--- config.mk ---
export PLATFORM = sky130hd
export DESIGN_NAME = buzzer_pattern_sequencer
export DESIGN_NICKNAME = d
export VERILOG_FILES = /design/src/sv/bps_pkg.sv /design/src/sv/buzzer_pattern_sequencer.sv /design/src/sv/bps_core.sv
export SDC_FILE = /design/constraint.sdc
export NUM_CORES = 1
export LEC_CHECK = 0
export BUFFER_PORTS_ARGS = -buffer_cell sky130_fd_sc_hd__clkbuf_2
export CORE_ASPECT_RATIO = 0.75
export CORE_UTILIZATION = 50
export DETAILED_ROUTE_END_ITERATION = 6
export PLACE_DENSITY = 0.74
export SYNTH_ARGS = -nofsm -noshare
export SYNTH_HDL_FRONTEND = slang
export SYNTH_SLANG_ARGS = --single-unit
--- constraint.sdc ---
create_clock -name i_clk -period 4.55 [get_ports i_clk]
set_input_delay 0.455 -clock i_clk [delete_from_list [all_inputs] [get_ports i_clk]]
set_output_delay 0.455 -clock i_clk [all_outputs]
set_load 0.1 [all_outputs]
--- src/sv/bps_pkg.sv ---
// buzzer pattern sequencer package: beat types, command and pattern codes,
// segment durations and the preset lookup tables
// no dependencies
package bps_pkg;

    // parameter defaults
    localparam int DURATION_BITS_DEF = 16;
    localparam int REPEAT_BITS_DEF   = 32;

    // input beat kinds
    localparam logic [2:0] KIND_TICK      = 3'd0;
    localparam logic [2:0] KIND_BLINK     = 3'd1;
    localparam logic [2:0] KIND_PRESET    = 3'd2;
    localparam logic [2:0] KIND_STOP      = 3'd3;
    localparam logic [2:0] KIND_FORCE_ON  = 3'd4;
    localparam logic [2:0] KIND_FORCE_OFF = 3'd5;

    // preset pattern codes
    localparam logic [3:0] PAT_INIT      = 4'd0;
    localparam logic [3:0] PAT_STOP      = 4'd1;
    localparam logic [3:0] PAT_WARN1     = 4'd2;
    localparam logic [3:0] PAT_WARN2     = 4'd3;
    localparam logic [3:0] PAT_WARN3     = 4'd4;
    localparam logic [3:0] PAT_HEARTBEAT = 4'd5;
    localparam logic [3:0] PAT_ERROR     = 4'd6;
    localparam logic [3:0] PAT_SUCCESS   = 4'd7;
    localparam logic [3:0] PAT_ALARM     = 4'd8;
    localparam logic [3:0] PAT_SOS       = 4'd9;
    localparam logic [3:0] PAT_COUNT     = 4'd10;

    // segment durations in ms
    localparam logic [11:0] MS_5    = 12'd5;
    localparam logic [11:0] MS_25   = 12'd25;
    localparam logic [11:0] MS_50   = 12'd50;
    localparam logic [11:0] MS_100  = 12'd100;
    localparam logic [11:0] MS_200  = 12'd200;
    localparam logic [11:0] MS_300  = 12'd300;
    localparam logic [11:0] MS_400  = 12'd400;
    localparam logic [11:0] MS_950  = 12'd950;
    localparam logic [11:0] MS_1000 = 12'd1000;
    localparam logic [11:0] MS_2000 = 12'd2000;

    // pulse and burst counts
    localparam logic [4:0] WARN1_PULSES = 5'd20;
    localparam logic [3:0] WARN1_BURSTS = 4'd10;
    localparam logic [4:0] WARN3_PULSES = 5'd10;
    localparam logic [4:0] ERROR_EXTRA  = 5'd2;
    localparam logic [4:0] SOS_SYMBOLS  = 5'd3;
    localparam logic [3:0] SOS_LETTERS  = 4'd3;

    // sequencer mode
    typedef enum logic [2:0] {
        MODE_IDLE   = 3'b001,
        MODE_BLINK  = 3'b010,
        MODE_PRESET = 3'b100
    } t_mode;

    // input beat
    typedef struct packed {
        logic [2:0]  kind;
        logic [15:0] on_time;
        logic [15:0] off_time;
        logic [3:0]  pattern;
        logic [31:0] repeat_count;
    } t_in_beat;

    // result beat
    typedef struct packed {
        logic pin_level;
        logic sounding;
        logic busy_res;
    } t_out_beat;

    // first ON segment of each preset
    function automatic logic [11:0] first_on_ms(input logic [3:0] pat);
        logic [11:0] ms;
        case (pat)
            PAT_INIT:      ms = MS_1000;
            PAT_STOP:      ms = MS_100;
            PAT_WARN1:     ms = MS_5;
            PAT_WARN2:     ms = MS_100;
            PAT_WARN3:     ms = MS_25;
            PAT_HEARTBEAT: ms = MS_50;
            PAT_ERROR:     ms = MS_200;
            PAT_SUCCESS:   ms = MS_100;
            PAT_ALARM:     ms = MS_2000;
            PAT_SOS:       ms = MS_100;
            default:       ms = '0;
        endcase
        return ms;
    endfunction

    // ON time of the plain on/off presets
    function automatic logic [11:0] pair_on_ms(input logic [3:0] pat);
        logic [11:0] ms;
        case (pat)
            PAT_INIT:      ms = MS_1000;
            PAT_WARN2:     ms = MS_100;
            PAT_HEARTBEAT: ms = MS_50;
            PAT_ALARM:     ms = MS_2000;
            default:       ms = '0;
        endcase
        return ms;
    endfunction

    // OFF time of the plain on/off presets
    function automatic logic [11:0] pair_off_ms(input logic [3:0] pat);
        logic [11:0] ms;
        case (pat)
            PAT_INIT:      ms = MS_100;
            PAT_WARN2:     ms = MS_100;
            PAT_HEARTBEAT: ms = MS_950;
            PAT_ALARM:     ms = MS_200;
            default:       ms = '0;
        endcase
        return ms;
    endfunction

endpackage

--- src/sv/buzzer_pattern_sequencer.sv ---
// a beat accepted into the input register is processed when the result side
// can advance, and its result beat is then held in the result register
// throughput: one beat per cycle unless the receiver stalls; the registers decouple
// the sides, so an empty input register takes a beat while a result waits
// reset (i_rst_n low, synchronous): idle, buzzer off, active_level high
// top level: input register, sequencer core, result register and config
// depends on bps_pkg and bps_core
module buzzer_pattern_sequencer #(
    parameter int DURATION_BITS = bps_pkg::DURATION_BITS_DEF,
    parameter int REPEAT_BITS   = bps_pkg::REPEAT_BITS_DEF
) (
    input  logic                i_clk,
    input  logic                i_rst_n,
    input  logic                i_in_valid,
    output logic                o_in_stall,
    input  bps_pkg::t_in_beat   i_in_data,
    output logic                o_out_valid,
    input  logic                i_out_stall,
    output bps_pkg::t_out_beat  o_out_data,
    input  logic                i_cfg_we,
    input  logic                i_cfg_wdata
);

    logic               r_in_valid;
    bps_pkg::t_in_beat  r_in;
    logic               r_out_valid;
    bps_pkg::t_out_beat r_out;
    logic               r_active_level;
    bps_pkg::t_out_beat core_res;
    logic               advance;
    logic               fire;
    logic               in_accept;

    // handshake
    assign advance    = !r_out_valid || !i_out_stall;
    assign fire       = r_in_valid && advance;
    assign o_in_stall = r_in_valid && !advance;
    assign in_accept  = i_in_valid && !o_in_stall;

    // config register
    always_ff @(posedge i_clk) begin
        if (!i_rst_n) begin
            r_active_level <= 1'b1;
        end else if (i_cfg_we) begin
            r_active_level <= i_cfg_wdata;
        end
    end

    // input register
    always_ff @(posedge i_clk) begin
        if (!i_rst_n) begin
            r_in_valid <= 1'b0;
        end else if (in_accept) begin
            r_in_valid <= 1'b1;
        end else if (fire) begin
            r_in_valid <= 1'b0;
        end
    end

    always_ff @(posedge i_clk) begin
        if (in_accept) begin
            r_in <= i_in_data;
        end
    end

    bps_core #(
        .DURATION_BITS (DURATION_BITS),
        .REPEAT_BITS   (REPEAT_BITS)
    ) u_core (
        .i_clk          (i_clk),
        .i_rst_n        (i_rst_n),
        .i_fire         (fire),
        .i_beat         (r_in),
        .i_active_level (r_active_level),
        .o_res          (core_res)
    );

    // result register
    always_ff @(posedge i_clk) begin
        if (!i_rst_n) begin
            r_out_valid <= 1'b0;
        end else if (advance) begin
            r_out_valid <= fire;
        end
    end

    always_ff @(posedge i_clk) begin
        if (fire) begin
            r_out <= core_res;
        end
    end

    assign o_out_valid = r_out_valid;
    assign o_out_data  = r_out;

    // every processed beat shows up as a result beat
    a_fire_result: assert property (@(posedge i_clk) disable iff (!i_rst_n)
        fire |=> r_out_valid)
        else $error("processed beat did not produce a result");

    // pin level follows polarity of the sounding flag
    a_polarity: assert property (@(posedge i_clk) disable iff (!i_rst_n)
        fire |=> (r_out.pin_level == !(r_out.sounding ^ $past(r_active_level))))
        else $error("pin level does not match polarity");

    // stop leaves a busy buzzer quiet and idle
    a_stop_quiet: assert property (@(posedge i_clk) disable iff (!i_rst_n)
        (fire && (r_in.kind == bps_pkg::KIND_STOP) && $past(r_out.busy_res)
         && $past(r_out_valid) && !$past(fire))
        |=> (!r_out.busy_res && !r_out.sounding))
        else $error("stop left the buzzer busy or sounding");

    // input side only stalls while a beat is held
    a_stall_held: assert property (@(posedge i_clk) disable iff (!i_rst_n)
        o_in_stall |-> (r_in_valid && r_out_valid))
        else $error("input stalled with no beat held");

endmodule

--- src/sv/bps_core.sv ---
// buzzer sequencer state and its one-beat update: mode, level, countdown,
// repeat count and the preset pattern position
// depends on bps_pkg
module bps_core #(
    parameter int DURATION_BITS = bps_pkg::DURATION_BITS_DEF,
    parameter int REPEAT_BITS   = bps_pkg::REPEAT_BITS_DEF
) (
    input  logic                i_clk,
    input  logic                i_rst_n,
    input  logic                i_fire,
    input  bps_pkg::t_in_beat   i_beat,
    input  logic                i_active_level,
    output bps_pkg::t_out_beat  o_res
);

    function automatic logic [DURATION_BITS-1:0] dur(input logic [11:0] ms);
        return DURATION_BITS'(ms);
    endfunction

    // state registers
    bps_pkg::t_mode           r_mode,    n_mode;
    logic                     r_level,   n_level;
    logic [DURATION_BITS-1:0] r_cd,      n_cd;
    logic [REPEAT_BITS-1:0]   r_rep,     n_rep;
    logic [DURATION_BITS-1:0] r_on_t,    n_on_t;
    logic [DURATION_BITS-1:0] r_off_t,   n_off_t;
    logic [3:0]               r_pat,     n_pat;
    logic [1:0]               r_seg,     n_seg;
    logic [4:0]               r_inner,   n_inner;
    logic [3:0]               r_outer,   n_outer;

    // shared helpers
    logic [DURATION_BITS-1:0] cd_dec;
    logic                     last_pass;
    logic [REPEAT_BITS-1:0]   rep_dec;
    logic [4:0]               inner_inc;
    logic [3:0]               outer_inc;

    assign cd_dec    = (r_cd != '0) ? r_cd - DURATION_BITS'(1) : r_cd;
    assign last_pass = (r_rep == REPEAT_BITS'(1));
    assign rep_dec   = (r_rep > REPEAT_BITS'(1)) ? r_rep - REPEAT_BITS'(1) : r_rep;
    assign inner_inc = r_inner + 5'd1;
    assign outer_inc = r_outer + 4'd1;

    // next state for one beat
    always_comb begin
        n_mode  = r_mode;
        n_level = r_level;
        n_cd    = r_cd;
        n_rep   = r_rep;
        n_on_t  = r_on_t;
        n_off_t = r_off_t;
        n_pat   = r_pat;
        n_seg   = r_seg;
        n_inner = r_inner;
        n_outer = r_outer;

        case (i_beat.kind)
            bps_pkg::KIND_TICK: begin
                if (r_mode != bps_pkg::MODE_IDLE) begin
                    n_cd = cd_dec;
                    if (cd_dec == '0) begin
                        if (r_mode == bps_pkg::MODE_BLINK) begin
                            // blink: ON phase then OFF phase
                            if (!r_seg[0]) begin
                                n_seg   = 2'd1;
                                n_level = 1'b0;
                                n_cd    = r_off_t;
                            end else if (last_pass) begin
                                n_mode  = bps_pkg::MODE_IDLE;
                                n_level = 1'b0;
                            end else begin
                                n_rep   = rep_dec;
                                n_seg   = 2'd0;
                                n_level = 1'b1;
                                n_cd    = r_on_t;
                            end
                        end else begin
                            case (r_pat)
                                bps_pkg::PAT_INIT, bps_pkg::PAT_WARN2,
                                bps_pkg::PAT_HEARTBEAT, bps_pkg::PAT_ALARM: begin
                                    if (r_level) begin
                                        n_level = 1'b0;
                                        n_cd    = dur(bps_pkg::pair_off_ms(r_pat));
                                    end else if (last_pass) begin
                                        n_mode  = bps_pkg::MODE_IDLE;
                                        n_level = 1'b0;
                                    end else begin
                                        n_rep   = rep_dec;
                                        n_level = 1'b1;
                                        n_cd    = dur(bps_pkg::pair_on_ms(r_pat));
                                    end
                                end
                                bps_pkg::PAT_STOP: begin
                                    if (!r_seg[0]) begin
                                        n_level = 1'b0;
                                        n_cd    = dur(bps_pkg::MS_100);
                                        n_seg   = r_seg + 2'd1;
                                    end else if (r_seg == 2'd3) begin
                                        if (last_pass) begin
                                            n_mode  = bps_pkg::MODE_IDLE;
                                            n_level = 1'b0;
                                        end else begin
                                            n_rep   = rep_dec;
                                            n_seg   = 2'd0;
                                            n_level = 1'b1;
                                            n_cd    = dur(bps_pkg::MS_100);
                                        end
                                    end else begin
                                        n_level = 1'b1;
                                        n_cd    = dur(bps_pkg::MS_100);
                                        n_seg   = r_seg + 2'd1;
                                    end
                                end
                                bps_pkg::PAT_WARN1: begin
                                    if (r_inner < bps_pkg::WARN1_PULSES) begin
                                        n_level = !r_level;
                                        n_cd    = dur(bps_pkg::MS_5);
                                        if (!r_level) begin
                                            n_inner = inner_inc;
                                        end
                                    end else if (r_level) begin
                                        n_level = 1'b0;
                                        n_cd    = dur(bps_pkg::MS_200);
                                    end else begin
                                        n_inner = '0;
                                        n_outer = outer_inc;
                                        if (outer_inc >= bps_pkg::WARN1_BURSTS &&
                                            last_pass) begin
                                            n_mode  = bps_pkg::MODE_IDLE;
                                            n_level = 1'b0;
                                        end else begin
                                            if (outer_inc >= bps_pkg::WARN1_BURSTS) begin
                                                n_rep   = rep_dec;
                                                n_outer = '0;
                                            end
                                            n_level = 1'b1;
                                            n_cd    = dur(bps_pkg::MS_5);
                                        end
                                    end
                                end
                                bps_pkg::PAT_WARN3: begin
                                    if (r_inner < bps_pkg::WARN3_PULSES) begin
                                        n_level = !r_level;
                                        n_cd    = dur(bps_pkg::MS_25);
                                        if (!r_level) begin
                                            n_inner = inner_inc;
                                        end
                                    end else if (last_pass) begin
                                        n_mode  = bps_pkg::MODE_IDLE;
                                        n_level = 1'b0;
                                    end else begin
                                        n_rep   = rep_dec;
                                        n_inner = '0;
                                        n_level = 1'b1;
                                        n_cd    = dur(bps_pkg::MS_25);
                                    end
                                end
                                bps_pkg::PAT_ERROR: begin
                                    if (r_level) begin
                                        n_level = 1'b0;
                                        n_cd    = dur(bps_pkg::MS_100);
                                    end else if (r_seg != 2'd0) begin
                                        // end of the pause before a further pass
                                        n_seg   = 2'd0;
                                        n_level = 1'b1;
                                        n_cd    = dur(bps_pkg::MS_200);
                                    end else if (r_inner < bps_pkg::ERROR_EXTRA) begin
                                        n_inner = inner_inc;
                                        n_level = 1'b1;
                                        n_cd    = dur(bps_pkg::MS_200);
                                    end else begin
                                        n_inner = '0;
                                        if (last_pass) begin
                                            n_mode  = bps_pkg::MODE_IDLE;
                                            n_level = 1'b0;
                                        end else begin
                                            n_rep   = rep_dec;
                                            n_seg   = 2'd1;
                                            n_level = 1'b0;
                                            n_cd    = dur(bps_pkg::MS_1000);
                                        end
                                    end
                                end
                                bps_pkg::PAT_SUCCESS: begin
                                    if (r_seg == 2'd0) begin
                                        n_level = 1'b0;
                                        n_cd    = dur(bps_pkg::MS_50);
                                        n_seg   = 2'd1;
                                    end else if (r_seg == 2'd1) begin
                                        n_level = 1'b1;
                                        n_cd    = dur(bps_pkg::MS_400);
                                        n_seg   = 2'd2;
                                    end else if (last_pass) begin
                                        n_mode  = bps_pkg::MODE_IDLE;
                                        n_level = 1'b0;
                                    end else begin
                                        n_rep   = rep_dec;
                                        n_seg   = 2'd0;
                                        n_level = 1'b1;
                                        n_cd    = dur(bps_pkg::MS_100);
                                    end
                                end
                                bps_pkg::PAT_SOS: begin
                                    if (r_level) begin
                                        n_level = 1'b0;
                                        if (inner_inc >= bps_pkg::SOS_SYMBOLS) begin
                                            // letter gap
                                            n_cd    = dur(bps_pkg::MS_300);
                                            n_inner = '0;
                                            n_outer = outer_inc;
                                            if (outer_inc >= bps_pkg::SOS_LETTERS) begin
                                                if (last_pass) begin
                                                    n_mode = bps_pkg::MODE_IDLE;
                                                end else begin
                                                    n_rep   = rep_dec;
                                                    n_outer = '0;
                                                end
                                            end
                                        end else begin
                                            n_cd    = dur(bps_pkg::MS_100);
                                            n_inner = inner_inc;
                                        end
                                    end else begin
                                        // dashes in the middle letter
                                        n_level = 1'b1;
                                        n_cd    = (r_outer != 4'd1) ?
                                                  dur(bps_pkg::MS_100) :
                                                  dur(bps_pkg::MS_300);
                                    end
                                end
                                default: begin
                                end
                            endcase
                        end
                    end
                end
            end
            bps_pkg::KIND_BLINK: begin
                n_mode  = bps_pkg::MODE_BLINK;
                n_on_t  = DURATION_BITS'(i_beat.on_time);
                n_off_t = DURATION_BITS'(i_beat.off_time);
                n_rep   = REPEAT_BITS'(i_beat.repeat_count);
                n_seg   = 2'd0;
                n_level = 1'b1;
                n_cd    = DURATION_BITS'(i_beat.on_time);
            end
            bps_pkg::KIND_PRESET: begin
                if (i_beat.pattern < bps_pkg::PAT_COUNT) begin
                    n_mode  = bps_pkg::MODE_PRESET;
                    n_pat   = i_beat.pattern;
                    n_rep   = REPEAT_BITS'(i_beat.repeat_count);
                    n_seg   = 2'd0;
                    n_inner = '0;
                    n_outer = '0;
                    n_level = 1'b1;
                    n_cd    = dur(bps_pkg::first_on_ms(i_beat.pattern));
                end
            end
            bps_pkg::KIND_STOP: begin
                if (r_mode != bps_pkg::MODE_IDLE) begin
                    n_mode  = bps_pkg::MODE_IDLE;
                    n_level = 1'b0;
                end
            end
            bps_pkg::KIND_FORCE_ON: begin
                n_level = 1'b1;
            end
            bps_pkg::KIND_FORCE_OFF: begin
                n_level = 1'b0;
            end
            default: begin
            end
        endcase
    end

    // result from the updated state
    assign o_res.pin_level = n_level ? i_active_level : !i_active_level;
    assign o_res.sounding  = n_level;
    assign o_res.busy_res  = (n_mode != bps_pkg::MODE_IDLE);

    // state update once per beat
    always_ff @(posedge i_clk) begin
        if (!i_rst_n) begin
            r_mode  <= bps_pkg::MODE_IDLE;
            r_level <= 1'b0;
            r_cd    <= '0;
            r_rep   <= '0;
            r_on_t  <= '0;
            r_off_t <= '0;
            r_pat   <= '0;
            r_seg   <= '0;
            r_inner <= '0;
            r_outer <= '0;
        end else if (i_fire) begin
            r_mode  <= n_mode;
            r_level <= n_level;
            r_cd    <= n_cd;
            r_rep   <= n_rep;
            r_on_t  <= n_on_t;
            r_off_t <= n_off_t;
            r_pat   <= n_pat;
            r_seg   <= n_seg;
            r_inner <= n_inner;
            r_outer <= n_outer;
        end
    end

endmodule
After elaboration in Yosys (flattened, before gate mapping)
Memory sizes are Yosys's and may differ from the RTL's. A register that Yosys moved wholly into a read port is not among the register bits. Cells that the tools add are included. W data, S select, Z words.

Register bits: 176. Bits in read-only memories: 176. Input bits: 77. Output and inout port bits: 5. Logic and storage cells: 274. Memories: 1.

Add/sub/neg operators: 5. $lt $le $gt $ge: 8. Equal/unequal tests: 57. Multiplexer cells: 152. Reductions and logical operators: 30.

Memories: (no name shown) (depth 16, bits a word 11, read ports 1, clocked after memory_dff 1, write ports 0, line bps_pkg.sv:77) `case (pat)`.

Operator list (count): $mux W32 (23); $mux W16 (24); $pmux W32 S7 (1); $pmux W16 S7 (1); $pmux W32 S3 (1); $mux W5 (14); $mux W3 (22); $mux W4 (13); $pmux W16 S3 (1); $pmux W11 S4 (1); $eq A32 B1 Y1 const B (1); $gt A32 B1 Y1 const B (1); $sub A32 B1 Y32 const B (1); $mux W2 (15); $pmux W10 S3 (1); $ne A4 B3 Y1 const B (7); $mux W1 (23); $reduce_and A23 Y1 (1); $pmux W3 S7 (1); $ne A4 B2 Y1 const B (5); $ne A4 B4 Y1 const B (5); $pmux W5 S4 (1); $mux W9 (2); $eq A4 B3 Y1 const B (4); 54 further kinds (83).

Depth between registers and ports, before layout
Gate-level depths: netlist of run 1.

Word-level depth: 12. Mapped depth: 12. Gate-level depth less buffers: 10.

Cells and area by module
From an unflattened synthesis of run 1, not the netlist that was laid out.

Cells, all modules: 1218. Area total of the unflattened synthesis: 10367.4 µm².

Modules (own cells, without submodules): bps_core (instances 1, cells each 1133, area an instance 8027.7 µm², sequential area each 1981.9 µm²); buzzer_pattern_sequencer (instances 1, cells each 85, area an instance 2339.7 µm², sequential area each 2282.2 µm²).

Least setup slack after synthesis of run 1
No wires, ideal clock.

Path kind: reg2reg. From: register r_out_valid (netlist: o_out_valid). To: register with a tool-made name. Library setup time: 0.127 ns. Arrival time: 4.024 ns. Required time: 4.423 ns. Slack: 0.400 ns. Cell stages (with the launch flop): 8. Buffers on the path: 1. Clock period less this slack: 4.150 ns. Cell sequence: dfxtp_1 and3_1 nand2b_1 clkbuf_1 inv_1 nand2_1 nand2_1 maj3_1.

RTL lines: start: declaration (line buzzer_pattern_sequencer.sv:26) `logic r_out_valid;`; start signal: assignment (line buzzer_pattern_sequencer.sv:83) `r_out_valid <= fire;`.

Final worst setup path of run 1
From: register u_core.r_rep[10]. To: register u_core.r_rep[31].

Longest elaborated chain between the ends: 11. Elaborated cells on any way between the ends: 30. Classes of those cells: add/sub (1); order compare (1); eq/ne (2); mux (24); reduce/logical (2).

RTL lines: start: declaration (line bps_core.sv:24) `logic [REPEAT_BITS-1:0] r_rep, n_rep;`; start signal: assignment (line bps_core.sv:299) `r_rep <= n_rep;`; $sub A32 B1 Y32 or $gt A32 B1 Y1 (tied branches) (line bps_core.sv:41) `assign rep_dec = (r_rep > REPEAT_BITS'(1)) ? r_rep - REPEAT_BITS'(1) : r_rep;`; $mux W32 (line bps_core.sv:41); $mux W32 (on tied branches); $mux W32 (on tied branches) (line bps_core.sv:212, bps_core.sv:128, bps_core.sv:168); $mux W32 (on tied branches) (line bps_core.sv:207, bps_core.sv:122, bps_core.sv:163); $mux W32 (on tied branches) (line bps_core.sv:205, bps_core.sv:116, bps_core.sv:160); $pmux W32 S7 (line bps_core.sv:79) `case (r_pat)`; $mux W32 (line bps_core.sv:63) `if (r_mode == bps_pkg::MODE_BLINK) begin`; $mux W32 (line bps_core.sv:62) `if (cd_dec == '0) begin`; $mux W32 (line bps_core.sv:60) `if (r_mode != bps_pkg::MODE_IDLE) begin`; $pmux W32 S3 (line bps_core.sv:58) `case (i_beat.kind)`.

Parallel ways exist; a longest one is shown, timed or not. The select of a mux whose other input is x is not followed. A chain may end at the register's enable or synchronous reset.

==> results of run 1 <==
==> worst register-to-register path, stage by stage (launching register included) <==
cell	delay, ps
dfxtp_1	360
or4_4	570
or4_1	610
or4_4	830
a32oi_1	310
nor4b_1	110
o22ai_4	180
buf_12	270
o21ba_1	210
o221a_1	210
==> worst max path at each step <==
stage                           startpoint                to  slack, ps  cells past startpoint
after CTS                 u_core.r_rep[10]  u_core.r_rep[31]        820                      9
after global routing      u_core.r_rep[10]  u_core.r_rep[31]        680                      9
after detailed placement  u_core.r_rep[10]  u_core.r_rep[31]        830                      9
after global placement    u_core.r_rep[10]  u_core.r_rep[31]        910                      9
after floorplan                o_out_valid              flop        400                      7
final                     u_core.r_rep[10]  u_core.r_rep[31]        780                      9
==> report_power, final <==
part	internal (W)	switching, W
Combinational	0.000198	0.000383
Clock	0.000756	0.000782
Sequential	0.00180	0.0000485
==> placed cells by master (no fill, tap or decap), types with 16 or more instances in the layout <==
cell type and n:
edfxtp_1 74, inv_1 27, o21ai_0 83, nor4_1 19, o211ai_1 22, buf_4 25, dfxtp_1 112, o31ai_1 16
clkbuf_2 81, mux2i_1 20, nand3_1 27, nand2_1 188, nor2_1 97, a31oi_1 23, clkbuf_16 17, a21oi_1 133
nor3_1 37
==> registers in the layout (all words and copies together), names as in the netlist, named ones only <==
signal / cells
u_core.r_cd: 16
u_core.r_on_t: 16
u_core.r_seg: 2
u_core.r_mode: 3
u_core.r_level: 1
u_core.r_rep: 32
u_core.r_pat: 4
o_out_valid: 1
o_out_data: 3
r_active_level: 1
u_core.r_inner: 5
u_core.r_outer: 4
r_in_valid: 1
u_core.r_off_t: 16
r_in: 71
==> cell type report <==
type	instances	share of cell area, %
Timing Repair Buffer	107	5.23
Inverter	29	0.928
Sequential cell	186	38.1
Clock inverter	15	1.61
Multi-Input combinational cell	948	47.5
Clock buffer	17	3.63
Tap cell	282	3.01
==> stage by stage <==
| step | hold WS [ps] | instance area (sq um) | std cells | worst slack [ps] | total power, W |
|---|---|---|---|---|---|
| 6_report | 176 | 11700 | 1584 | 778 | 0.00397 |
| 5_1_grt | 162 | 11700 | 1584 | 678 | 0.00411 |
| 4_1_cts | 165 | 11700 | 1584 | 820 | 0.00397 |
| 3_5_place_dp | 446 | 11100 | 1552 | 833 | 0.00245 |
| 3_3_place_gp | 439 | 11100 | 1552 | 911 | 0.00244 |
| 2_1_floorplan | 432 | 10500 | 1246 | 400 | 0.00226 |
==> kinds of logic (layout without fill, tap and decap cells) <==
logic type / count (synthesis) / after routing / share of synthesized area (%)
AOI/OAI and AO/OA: 415 / 415 / 25.8
and+or+nand+nor: 485 / 485 / 22.5
muxes: 20 / 20 / 1.91
adders and majority gates: 14 / 14 / 1.65
DFF: 186 / 186 / 42.7
xor gates and xnor gates: 14 / 14 / 1.17
buffers and inverters: 112 / 168 / 4.30
==> routing by layer <==
metal | wire length (microns) | part of all wire [%]
met5 | 0 | 0
met1 | 14100 | 46
met4 | 669 | 2.2
met2 | 12500 | 41
met3 | 3460 | 11
==> metrics.txt, run 1 <==
# IOs=82; synthesized area=between 10000 and 15000 sq um; row cnt=45; worst r2r path cells=9; peak supply drop=0.233 mV; Filler cells=1856; first-pass GRT wire length=49100 microns; Cells after Synth=~1200; Syn. warnings=0; Startpoint Class=flop; CTS Buf Count=17; async set or reset register ratio after synthesis=0%; Clk Latency, worst-skew pair=approximately 450 ps; Worst Path Required=a little under 5000 ps; FF-to-FF End=u_core.r_rep[31]; Seq. cell area=4460 sq um; Hold EP=r_in[52]; vias in the first global route=8976; critical path cell sequence=or4_4 > or4_1 > or4_4 > a32oi_1 > nor4b_1 > o22ai_4 > buf_12 > o21ba_1 > o221a_1; worst min path class=input pin to flop; WP buf/inv=1; Synth Register Bits=186; hold path depth=1; worst-case clock skew=10.2 ps; CTS Buffer Depth=2; share of Yosys cell area claimed by the top area cell type=21.4%; area occupied by multi-input gates=between 5000 and 6000 sq um; most used cell, CP=or4_4; EDFF count, synth=between 70 and 80; HPWL after DPL=21400 microns; Antenna Nets Post-Route=0; register area share after synthesis=42.7%; FF-to-FF Start=u_core.r_rep[10]; slowest stage delay, CP=830 ps; final setup fails=0; FMAX=265 MHz; slew of the pin with the lowest slew margin=between 1000 and 1500 ps; Total Wirelength=30800 microns; worst path arrival time=4110 ps; status=finished clean; synthesized net count=1336; Clock Tree Root=clkbuf_16; crit path time final=roughly 3800 ps; H-tree depth=4; max_slew headroom=20.2%; Most Crowded Layer GR=met1; Avg Inst Size Synth=around 8.4 sq um; overall routing resource usage=between 20 and 30%; pin count of the biggest net entering global routing=67; Setup Crit Path Kind=flop to flop; Die ar.=approximately 22000 sq um; RSZ-0062 raised after global routing=false; DRC violation count after routing=0; met3 Resource Use GR=6.57%; setup slack, reg-to-reg=~780 ps; Pre-Repair DR Iteration Count=7; total number of vias=10000; initial core utilization=51.3%; initial antenna violation count=0; Final Util=57.6%; setup_tns=0 ps; hold buffers post-CTS=0; P&R area growth vs syn=12.2%; DIE HEIGHT=127 microns; Wirelength per Cell=19.4 microns; cell family with most CP delay=simple AND/OR/NAND/NOR gates; Max Cap Violations=0; die width=169 microns; Synth cell types=85; Vias/cell=6.34; Overflow after GRT=0; GR Layer Usage met2=39.8%; RePlAce Congestion=1.03; Hold Startpoint=i_in_data[52]; Worst-path clk slew=80 ps; Slew Limit Fails=0; CP max FO=62; Commonest cells post-synth=nand2_1, a21oi_1, dfxtp_1; Final period util=82.9%; Pwr Density=338 nW/um^2; top_reg_cell synth=dfxtp_1; CTS sink count=roughly 190; CTS tree=yes; number of port buffers=81; core area=20400 sq um; setup bufs post-CTS=0; Hold Fails Final Rpt=0; met1 usage=44.3%; Crit. End Element=flop; leakage=4.35 nW; DR iter-0 viols=1387; most frequent cell after synthesis=nand2_1; fin nets=1379; slowest stage cell, crit path=or4_4; Synth area leaders=dfxtp_1, edfxtp_1, nand2_1; share of layout cells above drive strength 1=between 10% and 20%; n_diodes=0; CTS resizes=0; area leader, netlist=dfxtp_1
No activity file was read; power rests on OpenSTA's default activity.
==> run 2, diff against run 1 <==
--- a/config.mk
+++ b/config.mk
@@ -9,7 +9,7 @@
 export CORE_ASPECT_RATIO = 0.75
 export CORE_UTILIZATION = 50
 export DETAILED_ROUTE_END_ITERATION = 6
-export PLACE_DENSITY = 0.74
+export PLACE_DENSITY = 0.77
 export SYNTH_ARGS = -nofsm -noshare
 export SYNTH_HDL_FRONTEND = slang
 export SYNTH_SLANG_ARGS = --single-unit
==> constraint.sdc (replaced) <==
create_clock -name i_clk -period 3.3 [get_ports i_clk]
set_input_delay 0.33 -clock i_clk [delete_from_list [all_inputs] [get_ports i_clk]]
set_output_delay 0.33 -clock i_clk [all_outputs]
set_load 0.1 [all_outputs]
==> run 2 against run 1 <==
Compared with the run above: first-iteration DRC count shrank 8.9%; worst setup slack lost 750 ps; clock skew grew 4.3 ps; wire length grew 10%; critical path type unchanged.
==> metrics.txt, run 2 (synthesis results as in run 1) <==
status=finished clean; Clock Tree Root=clkbuf_16; Worst Path Required=roughly 3600 ps; DRC violation count after routing=0; Pwr Density=449 nW/um^2; die width=169 microns; row cnt=45; Filler cells=approximately 1800; RePlAce Congestion=1.10; met3 Resource Use GR=around 7.2%; Setup Crit Path Kind=flop to flop; Total Wirelength=34000 microns; largest registers=r_in: 71 flops, u_core.r_rep: 32 flops; Most flops, register=r_in; GR Layer Usage met2=46.9%; CTS tree=yes; vias in the first global route=9730; Clk Latency, worst-skew pair=450 ps; share of layout cells above drive strength 1=19.8%; hold buffers post-CTS=0; Placed Area=11800 sq um; worst min path class=input pin to flop; P&R area growth vs syn=20.1%; Post-Place Setup Slack=-105 ps; Final Total Pwr=approximately 0.0056 W; max_slew headroom=between 30% and 40%; leakage=4.80 nW; DIE HEIGHT=127 microns; most frequent cells in the layout=nand2_1, a21oi_1, dfxtp_1; Startpoint Class=flop; crit path time final=between 3000 and 4000 ps; Antenna Nets Post-Route=0; CTS Buffer Depth=2; # IOs=82; number of flip-flops in the largest register=71; worst path arrival time=3600 ps; pin count of the biggest net entering global routing=61; Vias/cell=6.37; Pre-Repair DR Iteration Count=7; # placed instances=1631; DR iter-0 viols=1264; most common library cell in the layout ignoring fill and taps=nand2_1; worst-case clock skew=14.6 ps; CTS sink count=~190; setup_tns=0 ps; fin nets=1459; Most Crowded Layer GR=met2; total number of vias=10600; final setup fails=0; overall routing resource usage=roughly a third; Max Cap Violations=0; first-pass GRT wire length=53400 microns; design area=12600 sq um; FMAX=306 MHz; CP max FO=2; area occupied by multi-input gates=5680 sq um; slew of the pin with the lowest slew margin=around 1000 ps; worst setup margin=28.2 ps; Seq. cell area=4470 sq um; Wirelength per Cell=20.4 microns; Slew Limit Fails=0; CTS Buf Count=17; peak supply drop=0.324 mV; core area=between 20000 and 25000 sq um; Final period util=99.1%; slowest stage cell, crit path=or4_4; Worst-path clk slew=90 ps; Crit. End Element=flop; number of port buffers=81; met1 usage=a little under half; n_diodes=0; Die ar.=21500 sq um; critical path cell sequence=or4_4 > or4_4 > buf_4 > nor4_4 > a21oi_1 > a2111oi_2 > buf_4 > o311ai_1 > a211o_1 > nor3b_1; initial core utilization=51.3%; Overflow after GRT=0; Non-Filler Instances=1664; HPWL after DPL=roughly 24000 microns; initial antenna violation count=1; H-tree depth=4; slowest stage delay, CP=560 ps; Hold Fails Final Rpt=0
## run 2: through the flow
stage,hold slack [ps],util [%]
2_1_floorplan,429,-
3_3_place_gp,440,58.0
3_5_place_dp,444,58.0
4_1_cts,46.2,61.1
5_1_grt,33.8,61.6
6_report,48.5,61.6
## run 2: metal layers
layer / wire, microns / vias to the layer above
met4: 800 / 0
met2: 14200 / 675
met5: 0 / -
li1: - / 4903
met1: 15100 / 4944
met3: 3850 / 80
## run 2: layout make-up
class | instances | share of cell area [%]
inverter | 29 | 0.897
clock buffer | 17 | 3.39
tap | 282 | 2.81
multi-input combinational | 948 | 45.2
clock inverter | 15 | 1.60
timing repair buffer | 187 | 10.5
sequential | 186 | 35.6
## run 2: critical path, delay by kind of cell, from the launching register on
family | cells | cell delay [ps]
compound gates | 4 | 1020
buf+inv | 2 | 340
flops | 1 | 320
simple gates | 4 | 1480
## run 2: path summary, 6_finish.rpt
path,from,endpoint,slack [ps],cells after the start
worst max-delay path,u_core.r_rep[10],u_core.r_cd[6],30,10
worst min-delay path,i_in_data[60],r_in[60],50,1
worst max register to register,u_core.r_rep[10],u_core.r_cd[6],30,10
worst min register to register,u_core.r_on_t[13],u_core.r_on_t[13],450,2
## run 2: where the power goes
group          switching [W]  internal (W)
clock                0.00110       0.00106
combinational       0.000573      0.000365
sequential         0.0000664       0.00248
total                0.00174       0.00390
## run 2: timing repair
action | 4_1_cts | 5_1_grt
endpoints found under the setup margin | 12 | 56
pin swaps | 0 | 7
gates resized for setup | 5 | 19
buffers inserted | 0 | 1
